$ cat src/hdl/cpu65_pkg.sv
// Package: operation codes, flag positions and register-file type of the execute unit.
`timescale 1ns / 1ps
`default_nettype none

package cpu65_pkg;

  typedef enum logic [5:0] {
    OP_LDA = 6'd0,  OP_LDX = 6'd1,  OP_LDY = 6'd2,  OP_STA = 6'd3,
    OP_STX = 6'd4,  OP_STY = 6'd5,  OP_TAX = 6'd6,  OP_TAY = 6'd7,
    OP_TXA = 6'd8,  OP_TYA = 6'd9,  OP_TSX = 6'd10, OP_TXS = 6'd11,
    OP_PHA = 6'd12, OP_PHP = 6'd13, OP_PLA = 6'd14, OP_PLP = 6'd15,
    OP_AND = 6'd16, OP_EOR = 6'd17, OP_ORA = 6'd18, OP_BIT = 6'd19,
    OP_ADC = 6'd20, OP_SBC = 6'd21, OP_CMP = 6'd22, OP_CPX = 6'd23,
    OP_CPY = 6'd24, OP_INC = 6'd25, OP_INX = 6'd26, OP_INY = 6'd27,
    OP_DEC = 6'd28, OP_DEX = 6'd29, OP_DEY = 6'd30, OP_ASL = 6'd31,
    OP_LSR = 6'd32, OP_ROL = 6'd33, OP_ROR = 6'd34, OP_CLC = 6'd35,
    OP_CLD = 6'd36, OP_CLI = 6'd37, OP_CLV = 6'd38, OP_SEC = 6'd39,
    OP_SED = 6'd40, OP_SEI = 6'd41, OP_NOP = 6'd42, OP_LAX = 6'd43,
    OP_SAX = 6'd44, OP_DCP = 6'd45, OP_ISC = 6'd46, OP_SLO = 6'd47,
    OP_RLA = 6'd48, OP_SRE = 6'd49, OP_RRA = 6'd50
  } op_t;

  // Bit positions in the status byte NV-BDIZC
  localparam int FLAG_C = 0;
  localparam int FLAG_Z = 1;
  localparam int FLAG_I = 2;
  localparam int FLAG_D = 3;
  localparam int FLAG_B = 4;
  localparam int FLAG_U = 5;
  localparam int FLAG_V = 6;
  localparam int FLAG_N = 7;

  localparam logic [7:0] SP_RESET     = 8'hFD;
  localparam logic [7:0] STATUS_RESET = 8'h24;

  typedef struct packed {
    logic [7:0] a;
    logic [7:0] x;
    logic [7:0] y;
    logic [7:0] sp;
    logic [7:0] p;
  } regs_t;

  typedef struct packed {
    logic       wr_en;
    logic [7:0] wr_data;
    logic [7:0] slot;
  } mem_req_t;

endpackage

`default_nettype wire

$ cat src/hdl/cpu65_alu.sv
// Combinational execute logic: next register file and memory write for one operation.
`timescale 1ns / 1ps
`default_nettype none

module cpu65_alu (
  input  wire logic [5:0]       op,
  input  wire logic [7:0]       operand,
  input  wire cpu65_pkg::regs_t cur,
  output cpu65_pkg::regs_t      nxt,
  output cpu65_pkg::mem_req_t   req
);
  import cpu65_pkg::*;

  function automatic logic [7:0] set_nz(input logic [7:0] p, input logic [7:0] v);
    logic [7:0] r;
    r = p;
    r[FLAG_Z] = (v == 8'd0);
    r[FLAG_N] = v[7];
    return r;
  endfunction

  // reg - m: carry set when reg >= m
  function automatic logic [7:0] cmp(input logic [7:0] p, input logic [7:0] r,
                                     input logic [7:0] m);
    logic [8:0] d;
    logic [7:0] q;
    d = {1'b0, r} + {1'b0, ~m} + 9'd1;
    q = p;
    q[FLAG_C] = d[8];
    return set_nz(q, d[7:0]);
  endfunction

  logic [7:0] m_inc, m_dec, asl_v, lsr_v, rol_v, ror_v;
  logic [7:0] add_b;
  logic       add_c;
  logic [8:0] sum;
  logic [7:0] p_add;

  always_comb begin
    m_inc = operand + 8'd1;
    m_dec = operand - 8'd1;
    asl_v = {operand[6:0], 1'b0};
    lsr_v = {1'b0, operand[7:1]};
    rol_v = {operand[6:0], cur.p[FLAG_C]};
    ror_v = {cur.p[FLAG_C], operand[7:1]};

    // Shared adder: subtraction adds the inverted byte; RRA takes the rotate carry
    case (op_t'(op))
      OP_SBC: begin
        add_b = ~operand;
        add_c = cur.p[FLAG_C];
      end
      OP_ISC: begin
        add_b = ~m_inc;
        add_c = cur.p[FLAG_C];
      end
      OP_RRA: begin
        add_b = ror_v;
        add_c = operand[0];
      end
      default: begin
        add_b = operand;
        add_c = cur.p[FLAG_C];
      end
    endcase
    sum = {1'b0, cur.a} + {1'b0, add_b} + {8'd0, add_c};
    p_add = cur.p;
    p_add[FLAG_C] = sum[8];
    p_add[FLAG_V] = ~(cur.a[7] ^ add_b[7]) & (cur.a[7] ^ sum[7]);
    p_add = set_nz(p_add, sum[7:0]);
  end

  always_comb begin
    nxt = cur;
    req = '0;
    case (op_t'(op))
      OP_LDA: begin
        nxt.a = operand;
        nxt.p = set_nz(cur.p, operand);
      end
      OP_LDX: begin
        nxt.x = operand;
        nxt.p = set_nz(cur.p, operand);
      end
      OP_LDY: begin
        nxt.y = operand;
        nxt.p = set_nz(cur.p, operand);
      end
      OP_STA: begin
        req.wr_en = 1'b1;
        req.wr_data = cur.a;
      end
      OP_STX: begin
        req.wr_en = 1'b1;
        req.wr_data = cur.x;
      end
      OP_STY: begin
        req.wr_en = 1'b1;
        req.wr_data = cur.y;
      end
      OP_TAX: begin
        nxt.x = cur.a;
        nxt.p = set_nz(cur.p, cur.a);
      end
      OP_TAY: begin
        nxt.y = cur.a;
        nxt.p = set_nz(cur.p, cur.a);
      end
      OP_TXA: begin
        nxt.a = cur.x;
        nxt.p = set_nz(cur.p, cur.x);
      end
      OP_TYA: begin
        nxt.a = cur.y;
        nxt.p = set_nz(cur.p, cur.y);
      end
      OP_TSX: begin
        nxt.x = cur.sp;
        nxt.p = set_nz(cur.p, cur.sp);
      end
      OP_TXS: nxt.sp = cur.x;
      OP_PHA: begin
        req.wr_en = 1'b1;
        req.wr_data = cur.a;
        req.slot = cur.sp;
        nxt.sp = cur.sp - 8'd1;
      end
      OP_PHP: begin
        req.wr_en = 1'b1;
        req.wr_data = cur.p | 8'h30;
        req.slot = cur.sp;
        nxt.sp = cur.sp - 8'd1;
      end
      OP_PLA: begin
        nxt.sp = cur.sp + 8'd1;
        req.slot = cur.sp + 8'd1;
        nxt.a = operand;
        nxt.p = set_nz(cur.p, operand);
      end
      OP_PLP: begin
        nxt.sp = cur.sp + 8'd1;
        req.slot = cur.sp + 8'd1;
        nxt.p = operand;
        nxt.p[FLAG_B] = 1'b0;
        nxt.p[FLAG_U] = 1'b1;
      end
      OP_AND: begin
        nxt.a = cur.a & operand;
        nxt.p = set_nz(cur.p, cur.a & operand);
      end
      OP_EOR: begin
        nxt.a = cur.a ^ operand;
        nxt.p = set_nz(cur.p, cur.a ^ operand);
      end
      OP_ORA: begin
        nxt.a = cur.a | operand;
        nxt.p = set_nz(cur.p, cur.a | operand);
      end
      OP_BIT: begin
        nxt.p[FLAG_Z] = ((cur.a & operand) == 8'd0);
        nxt.p[FLAG_V] = operand[6];
        nxt.p[FLAG_N] = operand[7];
      end
      OP_ADC, OP_SBC: begin
        nxt.a = sum[7:0];
        nxt.p = p_add;
      end
      OP_CMP: nxt.p = cmp(cur.p, cur.a, operand);
      OP_CPX: nxt.p = cmp(cur.p, cur.x, operand);
      OP_CPY: nxt.p = cmp(cur.p, cur.y, operand);
      OP_INC: begin
        req.wr_en = 1'b1;
        req.wr_data = m_inc;
        nxt.p = set_nz(cur.p, m_inc);
      end
      OP_INX: begin
        nxt.x = cur.x + 8'd1;
        nxt.p = set_nz(cur.p, cur.x + 8'd1);
      end
      OP_INY: begin
        nxt.y = cur.y + 8'd1;
        nxt.p = set_nz(cur.p, cur.y + 8'd1);
      end
      OP_DEC: begin
        req.wr_en = 1'b1;
        req.wr_data = m_dec;
        nxt.p = set_nz(cur.p, m_dec);
      end
      OP_DEX: begin
        nxt.x = cur.x - 8'd1;
        nxt.p = set_nz(cur.p, cur.x - 8'd1);
      end
      OP_DEY: begin
        nxt.y = cur.y - 8'd1;
        nxt.p = set_nz(cur.p, cur.y - 8'd1);
      end
      OP_ASL: begin
        req.wr_en = 1'b1;
        req.wr_data = asl_v;
        nxt.p = set_nz(cur.p, asl_v);
        nxt.p[FLAG_C] = operand[7];
      end
      OP_LSR: begin
        req.wr_en = 1'b1;
        req.wr_data = lsr_v;
        nxt.p = set_nz(cur.p, lsr_v);
        nxt.p[FLAG_C] = operand[0];
      end
      OP_ROL: begin
        req.wr_en = 1'b1;
        req.wr_data = rol_v;
        nxt.p = set_nz(cur.p, rol_v);
        nxt.p[FLAG_C] = operand[7];
      end
      OP_ROR: begin
        req.wr_en = 1'b1;
        req.wr_data = ror_v;
        nxt.p = set_nz(cur.p, ror_v);
        nxt.p[FLAG_C] = operand[0];
      end
      OP_CLC: nxt.p[FLAG_C] = 1'b0;
      OP_CLD: nxt.p[FLAG_D] = 1'b0;
      OP_CLI: nxt.p[FLAG_I] = 1'b0;
      OP_CLV: nxt.p[FLAG_V] = 1'b0;
      OP_SEC: nxt.p[FLAG_C] = 1'b1;
      OP_SED: nxt.p[FLAG_D] = 1'b1;
      OP_SEI: nxt.p[FLAG_I] = 1'b1;
      OP_LAX: begin
        nxt.a = operand;
        nxt.x = operand;
        nxt.p = set_nz(cur.p, operand);
      end
      OP_SAX: begin
        req.wr_en = 1'b1;
        req.wr_data = cur.a & cur.x;
      end
      OP_DCP: begin
        req.wr_en = 1'b1;
        req.wr_data = m_dec;
        nxt.p = cmp(cur.p, cur.a, m_dec);
      end
      OP_ISC: begin
        req.wr_en = 1'b1;
        req.wr_data = m_inc;
        nxt.a = sum[7:0];
        nxt.p = p_add;
      end
      OP_SLO: begin
        req.wr_en = 1'b1;
        req.wr_data = asl_v;
        nxt.a = cur.a | asl_v;
        nxt.p = set_nz(cur.p, cur.a | asl_v);
        nxt.p[FLAG_C] = operand[7];
      end
      OP_RLA: begin
        req.wr_en = 1'b1;
        req.wr_data = rol_v;
        nxt.a = cur.a & rol_v;
        nxt.p = set_nz(cur.p, cur.a & rol_v);
        nxt.p[FLAG_C] = operand[7];
      end
      OP_SRE: begin
        req.wr_en = 1'b1;
        req.wr_data = lsr_v;
        nxt.a = cur.a ^ lsr_v;
        nxt.p = set_nz(cur.p, cur.a ^ lsr_v);
        nxt.p[FLAG_C] = operand[0];
      end
      OP_RRA: begin
        req.wr_en = 1'b1;
        req.wr_data = ror_v;
        nxt.a = sum[7:0];
        nxt.p = p_add;
      end
      default: ; // NOP and undefined codes leave everything as is
    endcase
  end

endmodule

`default_nettype wire

$ cat src/hdl/cpu6502_execute_unit.sv
// Top level: input stage, register file and result register of the 6502 execute unit.
//
// Usage:
//   Input channel s_axis_*: one 6502 data operation per transfer, opcode in
//   tdata[5:0] and the memory (or popped) byte in tdata[13:6].
//   Output channel m_axis_*: exactly one result per input, in order. tuser is
//   the memory write enable; tdata carries write byte, stack slot and the
//   A, X, Y, S and P registers after the operation.
//   Path: an input transfer is captured in the input register, then executed
//   into the result register, which drives m_axis_tvalid and m_axis_tdata.
//   Throughput: one operation per cycle unless the output stalls; the
//   register file is updated in the execute cycle, so back-to-back
//   operations see each other's results.
//   Reset (rst, synchronous): both stages empty, A=X=Y=0, S=0xFD, P=0x24.
//   Stall: when m_axis_tready is low the result register holds; one more
//   operation waits in the input register, after which s_axis_tready drops.
`timescale 1ns / 1ps
`default_nettype none

module cpu6502_execute_unit (
  input  wire logic        clk,
  input  wire logic        rst,
  input  wire logic        s_axis_tvalid,
  output      logic        s_axis_tready,
  input  wire logic [15:0] s_axis_tdata,  // operation[5:0], operand[13:6], zero[15:14]
  output      logic        m_axis_tvalid,
  input  wire logic        m_axis_tready,
  output      logic [55:0] m_axis_tdata,  // write_data, stack_slot, acc_out, x_out, y_out,
                                          // sp_out, status_out (8 bits each, low first)
  output      logic [0:0]  m_axis_tuser   // write_enable
);
  import cpu65_pkg::*;

  logic       in_valid;
  logic [5:0] in_op;
  logic [7:0] in_operand;
  logic       exec;

  regs_t      regs;
  regs_t      regs_next;
  mem_req_t   req;

  assign exec          = in_valid && (!m_axis_tvalid || m_axis_tready);
  assign s_axis_tready = !in_valid || exec;

  cpu65_alu u_alu (
    .op      (in_op),
    .operand (in_operand),
    .cur     (regs),
    .nxt     (regs_next),
    .req     (req)
  );

  always_ff @(posedge clk) begin
    if (rst) begin
      in_valid <= 1'b0;
    end else if (s_axis_tready) begin
      in_valid <= s_axis_tvalid;
    end
  end

  always_ff @(posedge clk) begin
    if (s_axis_tvalid && s_axis_tready) begin
      in_op      <= s_axis_tdata[5:0];
      in_operand <= s_axis_tdata[13:6];
    end
  end

  always_ff @(posedge clk) begin
    if (rst) begin
      regs.a  <= 8'd0;
      regs.x  <= 8'd0;
      regs.y  <= 8'd0;
      regs.sp <= SP_RESET;
      regs.p  <= STATUS_RESET;
    end else if (exec) begin
      regs <= regs_next;
    end
  end

  always_ff @(posedge clk) begin
    if (rst) begin
      m_axis_tvalid <= 1'b0;
    end else if (exec) begin
      m_axis_tvalid <= 1'b1;
    end else if (m_axis_tready) begin
      m_axis_tvalid <= 1'b0;
    end
  end

  always_ff @(posedge clk) begin
    if (exec) begin
      m_axis_tuser <= req.wr_en;
      m_axis_tdata <= {regs_next.p, regs_next.sp, regs_next.y, regs_next.x,
                       regs_next.a, req.slot, req.wr_data};
    end
  end

endmodule

`default_nettype wire

$ cat config.mk
export PLATFORM = sky130hd
export DESIGN_NAME = cpu6502_execute_unit
export DESIGN_NICKNAME = d
export VERILOG_FILES = /design/src/hdl/cpu65_pkg.sv /design/src/hdl/cpu65_alu.sv /design/src/hdl/cpu6502_execute_unit.sv
export SDC_FILE = /design/constraint.sdc
export NUM_CORES = 1
export LEC_CHECK = 0
export ABC_AREA = 1
export ABC_CLOCK_PERIOD_IN_PS = 3700
export CORE_AREA = 5 5 155 157
export DETAILED_ROUTE_END_ITERATION = 12
export DIE_AREA = 0 0 160 162
export DONT_BUFFER_PORTS = 1
export PLACE_DENSITY = 0.59
export SKIP_CTS_REPAIR_TIMING = 1
export SYNTH_ARGS = -nofsm -noshare
export SYNTH_HDL_FRONTEND = slang
export SYNTH_HIERARCHICAL = 1
export SYNTH_SLANG_ARGS = --single-unit
$ cat constraint.sdc
create_clock -name clk -period 3.7 [get_ports clk]
set_input_delay 0.185 -clock clk [delete_from_list [all_inputs] [get_ports clk]]
set_output_delay 0.185 -clock clk [all_outputs]
set_load 0.005 [all_outputs]
==> key figures, run 1 <==
Run status
  – Status: complete, no violations

Yosys
  – Syn_nets: about 1.7k
  – Ys flop type: edfxtp_1
  – Post-Syn Area per Cell: 6.57 µm²
  – Number of enable flip-flop cells after synthesis: 71
  – Register area share after synthesis: 0.282
  – Register bit total from synthesis: 113
  – Cell area after technology mapping: about 0.011 mm²
  – Total of warnings raised by yosys: 6
  – Number of distinct library cell variants in the gate-level netlist after synthesis: between 40 and 50
  – Synthesized instance count: around 1.6k
  – Async S/R FF share, synth: 0

Drt
  – Total detailed-routing wirelength: between 40 and 50 mm
  – First-pass detailed-route iteration total: 6
  – Wire length per cell after detailed routing: approximately 23 µm
  – DRC violation total after the first TritonRoute iteration: ~1.6k
  – Antenna violation net count after detailed routing: 0
  – Post-DR vias/cell: about 6.1
  – Total via count in the routed design: ~12k
  – Number of remaining DRC errors: 0

Worst setup path
  – Worst r2r src: in_op[1]
  – Critical Path Sink: regs[7]
  – Worst Setup Start Kind: register
  – Worst Setup End Kind: register
  – Setup CP Type: register to register
  – Reg2Reg Setup Slack: about 200 ps
  – Crit-path max FO: 7
  – Worst reg2reg path endpoint: regs[7]
  – Arrival time at the worst endpoint: roughly 3800 ps
  – Critical Path Start: in_op[1]
  – Data required time at the worst endpoint: roughly 4000 ps
  – Number of cell instances on the worst register-to-register path: 20

Final layout
  – Post-layout instance count excluding filler cells: around 2k
  – Syn-to-layout area delta: 14.0%
  – Final nets: 1764
  – Proportion of layout cells with a drive suffix above 1: 0.0744
  – Antenna diode count: 0

Min path
  – Number of stages on the worst hold path: 3
  – Type of the tightest min-delay check: input port to register
  – Worst hold path startpoint: rst

Global route
  – Vias in the first global route: around 11k
  – First-pass GRT wire length: roughly 67 mm
  – Largest net degree at the start of global routing: between 70 and 80
  – Global-route total usage across every layer: 0.335
  – Number of antenna violations at the first check in global routing: 0
  – Total global routing overflow: 0

Placement
  – Worst slack, placed: roughly 170 ps
  – Placed Cells incl. Taps: 1910
  – Final weighted congestion in routability-driven placement: 1.06
  – Buffers added on ports: 0
  – Detail Placement HPWL: 33.6 mm

Timing
  – Fmax: 286 MHz
  – Worst Clk Skew: 17.5 ps
  – Tightest hold margin: ~230 ps
  – Worst rel slew slack: 0.357
  – Endpoints failing hold: 0
  – Total negative slack: 0 ps
  – Count of final setup violators: 0
  – Worst-margin pin slew: between 900 and 1000 ps
  – Final-report max-slew violation count: 0
  – Final clock period utilization by the worst path: 0.946
  – Unrepaired setup endpoints after global routing: false
  – Post-layout minimum cycle time: ~3500 ps
  – Smallest setup slack after layout: between 200 and 250 ps

Die
  – Die W: roughly 160 µm
  – Vertical die dimension: roughly 160 µm
  – Total I/O pin count: 79
  – Die area: roughly 0.026 mm²
  – Row Count: 55
  – Initial cell density of the core: 0.472
  – Floorplan Core Area: between 0.02 and 0.025 mm²

Clocking
  – Clk Latency, worst-skew pair: 430 ps
  – Clock tree from TritonCTS: done
  – H-tree Lvls: 4
  – Maximum number of buffers from clock root to sink: 2
  – Clock slew at reported path FFs: around 60 ps
  – Sinks on the clock net: 113
  – Master cell of the clock root buffer: clkbuf_16
  – Number of buffers inserted during clock tree synthesis: 17

Pwr
  – Total power per unit cell area: 378 mW/mm²
  – Leakage power: ~5.7 nW
  – Pwr Total: around 4.5 mW
  – IR Drop Worst-Case VDD: 0.000286 V

Job
  – Max capacitance violation total: 0
-- worst max-delay path, cell delays in order (launching register included) --
cell	delay (ps)
edfxtp_1	470
nand2_1	190
nor2_1	90
nand2_1	130
nand2_1	120
nor2_1	190
inv_1	140
o21ai_0	240
ha_1	330
a21oi_1	260
nor2_1	70
nor2_1	120
nand3_1	120
nand3_1	150
nand3b_1	110
nor2_1	120
nand4_1	200
inv_1	110
nand3_1	80
nand2_1	100
nor2_1	40
-- final cells by class --
type	instances	area [µm²]
multi-input cells	1244	6590
fillers	2210	10300
flip-flops and latches	113	2970
clock inverters	13	196
inverters	204	766
well taps	285	357
clock buffers	19	454
repair buffers	86	686
-- worst min-delay path by stage --
| stage | to | slack [ps] |
|---|---|---|
| 2_1_floorplan | in_valid | 250 |
| 3_3_place_gp | in_valid | 250 |
| 3_5_place_dp | in_valid | 250 |
| 4_1_cts | in_valid | -190 |
| 5_1_grt | regs[2] | 270 |
| 6_report | regs[5] | 230 |
-- stage by stage --
stage               utilization  instance area (µm²)
finish                    0.538                12000
global route              0.538                12000
CTS                       0.528                11800
detailed placement        0.499                11100
global placement          0.499                11100
floorplan                     -                10600
-- kinds of logic after synthesis --
kind of cell             synth area share
flip-flops                          0.282
buffers and inverters              0.0954
AND/OR/NAND/NOR                     0.363
XOR/XNOR                           0.0207
AO/OA/AOI/OAI                       0.143
adder cells (fa/ha/maj)            0.0968
-- cells in the mapped netlist, types with 2 or more instances --
library cell | count | area share
o21ai_0 | 51 | 0.024
edfxtp_1 | 71 | 0.20
o21bai_1 | 2 | 0.0014
nor2_4 | 2 | 0.0021
nand2_2 | 2 | 0.0012
clkbuf_1 | 12 | 0.0043
and2_1 | 2 | 0.0012
xnor2_1 | 7 | 0.0058
nor3b_1 | 2 | 0.0014
nand3_1 | 177 | 0.084
dfxtp_1 | 42 | 0.080
ha_1 | 72 | 0.085
a21oi_1 | 78 | 0.037
buf_2 | 22 | 0.010
or2_2 | 6 | 0.0036
buf_6 | 3 | 0.0032
a22oi_1 | 8 | 0.0057
xor2_1 | 18 | 0.015
o2111ai_1 | 8 | 0.0066
o22ai_1 | 49 | 0.029
nor2_1 | 198 | 0.070
buf_1 | 2 | 0.00071
nor4_1 | 4 | 0.0024
a221oi_1 | 9 | 0.0075
a21boi_0 | 2 | 0.0014
o211ai_1 | 11 | 0.0078
buf_4 | 6 | 0.0043
a211oi_1 | 10 | 0.0071
nand2_1 | 433 | 0.15
o221ai_1 | 8 | 0.0066
nand4_1 | 38 | 0.023
clkinv_1 | 10 | 0.0036
nor3_1 | 15 | 0.0071
inv_1 | 193 | 0.069
nand3b_1 | 12 | 0.0085
a32oi_1 | 3 | 0.0025
fa_1 | 6 | 0.011
-- where the power goes --
group	switching, mW	internal [mW]
clock	0.714	1.18
sequential	0.0864	1.43
combinational	0.769	0.362
total	1.57	2.98
-- layout by cell type (no fill, tap or decap), types with 41 or more instances in the layout --
cell type    n
nor2_1     196
nand2_1    430
inv_1      192
nand3_1    177
o22ai_1     49
buf_4       70
ha_1        72
dfxtp_1     41
o21ai_0     51
a21oi_1     78
edfxtp_1    71
-- layer usage --
metal | share of wire | GRT usage | wire [µm]
met3 | 0.13 | 0.0898 | 5730
met5 | 0 | 0 | 0
met4 | 0.054 | 0.153 | 2420
met2 | 0.41 | 0.488 | 18200
met1 | 0.41 | 0.464 | 18300
-- state kept, by name, indices dropped and copies added, names as in the netlist --
signal and count:
in_op 6, m_axis_tuser 1, m_axis_tvalid 1, m_axis_tdata 56, regs 40, in_operand 8, in_valid 1
Power figures use the tool's default switching activity.
==> run 2, diff against run 1 <==
--- a/config.mk
+++ b/config.mk
@@ -12,6 +12,7 @@
 export DIE_AREA = 0 0 160 162
 export DONT_BUFFER_PORTS = 1
 export PLACE_DENSITY = 0.59
+export REMOVE_ABC_BUFFERS = 1
 export SKIP_CTS_REPAIR_TIMING = 1
 export SYNTH_ARGS = -nofsm -noshare
 export SYNTH_HDL_FRONTEND = slang
==> key figures, run 2 (same netlist as run 1, synthesis figures left out) <==
Worst setup path
  – Arrival time at the worst endpoint: 3680 ps
  – Slowest CP cell: edfxtp_1
  – Worst r2r src: in_operand[0]
  – Cell repeated most along the worst path: nand2_1
  – Worst Setup End Kind: register
  – Crit-path max FO: 10
  – Critical path cell sequence: buf_12, ha_1, xnor2_1, buf_4, a21oi_1, o21ai_1, ha_1, a21oi_1, nand2_1, nand2_1, nand2_1, nand2_1, nand2_1, nand3_1, nand3_1, nor2_1, nand3_1, buf_4
  – Number of cell instances on the worst register-to-register path: 18
  – Worst Setup Start Kind: register
  – Max stage delay on crit path: approximately 480 ps
  – Data required time at the worst endpoint: between 3000 and 4000 ps
  – Worst reg2reg path endpoint: m_axis_tdata[49]
  – Setup CP Type: register to register
  – Reg2Reg Setup Slack: slightly above 200 ps

Global route
  – First-pass GRT wire length: roughly 64 mm
  – Vias in the first global route: 10.6k
  – Grt peak-use layer: met1
  – Met2 usage in global routing: 0.471
  – Largest net degree at the start of global routing: 73
  – Met3 Use GR: 0.0799
  – Number of antenna violations at the first check in global routing: 0
  – Total global routing overflow: 0
  – Global-route total usage across every layer: 0.327
  – Met1 layer usage reported by global route: 0.475

Placement
  – Final weighted congestion in routability-driven placement: between 1 and 1.5
  – Detail Placement HPWL: between 30 and 40 mm
  – Placed Cells incl. Taps: about 1.9k
  – Worst slack, placed: roughly 180 ps
  – Total placed instance area: between 0.01 and 0.015 mm²
  – Buffers added on ports: 0

Timing
  – Worst rel slew slack: 0.447
  – Final clock period utilization by the worst path: 0.945
  – Worst-margin pin slew: approximately 830 ps
  – Final-report max-slew violation count: 0
  – Endpoints failing hold: 0
  – Fmax: approximately 290 MHz
  – Smallest setup slack after layout: between 200 and 250 ps
  – Worst Clk Skew: about 25 ps
  – Count of final setup violators: 0
  – Post-layout minimum cycle time: ~3500 ps

Min path
  – Hold endpoint: in_valid
  – Type of the tightest min-delay check: input port to register
  – Worst hold path startpoint: m_axis_tready
  – Number of stages on the worst hold path: 3

Pwr
  – IR Drop Worst-Case VDD: ~0.00024 V
  – Pwr Total: ~4.4 mW
  – Leakage power: ~5.7 nW
  – Total power per unit cell area: between 300 and 400 mW/mm²

Drt
  – Total via count in the routed design: about 12k
  – First-pass detailed-route iteration total: 6
  – DRC violation total after the first TritonRoute iteration: about 1.6k
  – Total detailed-routing wirelength: roughly 44 mm
  – Wire length per cell after detailed routing: ~22 µm
  – Post-DR vias/cell: 6.01
  – Antenna violation net count after detailed routing: 0
  – Number of remaining DRC errors: 0

Final layout
  – Syn-to-layout area delta: 13.7%
  – Number of flip-flops under the largest register name: 56
  – Commonest non-fill, non-tap cells in the layout: nand2_1 (432), nor2_1 (194), inv_1 (191)
  – Final nets: approximately 1.8k
  – Post-layout instance count excluding filler cells: roughly 2k
  – Register with the most flip-flops: m_axis_tdata
  – FILL cells: 2256
  – Proportion of layout cells with a drive suffix above 1: 0.0768
  – Antenna diode count: 0
  – Most common cell after layout, fill and taps aside: nand2_1
  – Largest registers: m_axis_tdata (56), regs (40), in_operand (8)
  – Design area: 0.0120 mm²

Die
  – Floorplan Core Area: 0.0224 mm²
  – Die area: 0.0259 mm²
  – Initial cell density of the core: 0.472
  – Vertical die dimension: ~160 µm
  – Row Count: 55
  – Total I/O pin count: 79
  – Die W: roughly 160 µm

Clocking
  – Master cell of the clock root buffer: clkbuf_16
  – H-tree Lvls: 4
  – Maximum number of buffers from clock root to sink: 2
  – Clk Latency, worst-skew pair: roughly 440 ps
  – Sinks on the clock net: ~110
  – Number of buffers inserted during clock tree synthesis: 17
  – Clock slew at reported path FFs: ~60 ps
  – Clock tree from TritonCTS: done

Run status
  – Status: complete, no violations

Job
  – Max capacitance violation total: 0
-- run 2: cell types whose count changed in the layout (fill, tap and decap cells not counted), moves of 2 or more --
cell and delta:
o21ai_0 -3, clkinvlp_4 +3, nor2_2 +2, o21ai_1 +3, clkinv_2 +2, nor2_1 -2
inv_6 -3, nand2_1 +2, nand2_2 -2
-- run 2: routing by layer --
layer	routed length, µm	part of all wire	up-vias
li1	-	-	5548
met1	19200	0.44	5445
met2	17800	0.41	703
met3	4920	0.11	106
met4	1710	0.039	0
met5	0	0	-
-- run 2: report_power, final --
group          internal [mW]  switching [mW]  leakage (nW)  total (mW)
combinational          0.366           0.753          4.37        1.12
clock                   1.06           0.671         0.276        1.73
sequential              1.43          0.0884          1.02        1.52
total                   2.86            1.51          5.66        4.37
-- run 2: critical path, delay by kind of cell, from the launching register on --
kind	cells	cell delay, ps
simple gates	9	950
flops	1	480
compound gates	3	530
xor+xnor	1	130
buf+inv	3	560
fa+ha+maj	2	570
-- run 2: worst max-delay path by stage --
stage / startpoint / end / cells after the start
floorplan: in_valid / m_axis_tdata[0] / 2
global placement: in_op[1] / m_axis_tdata[49] / 19
detailed placement: in_op[1] / m_axis_tdata[49] / 19
CTS: in_op[1] / regs[1] / 22
global route: in_operand[0] / regs[1] / 20
finish: in_operand[0] / m_axis_tdata[49] / 18
-- run 2: area by class of cell --
type	instances	area, µm²	area share
multi-input cells	1244	6600	0.550
inverters	204	766	0.0638
flip-flops and latches	113	2970	0.248
repair buffers	87	706	0.0588
clock inverters	13	164	0.0137
clock buffers	19	433	0.0361
well taps	285	357	0.0297
-- run 2: per-stage QoR --
step | TNS, ps | util | hold slack (ps)
after floorplan | 0 | - | 254
after global placement | 0 | 0.500 | 256
after detailed placement | 0 | 0.500 | 259
after CTS | 0 | 0.527 | -202
after global routing | -10.2 | 0.537 | 77.9
final | 0 | 0.537 | 58.5
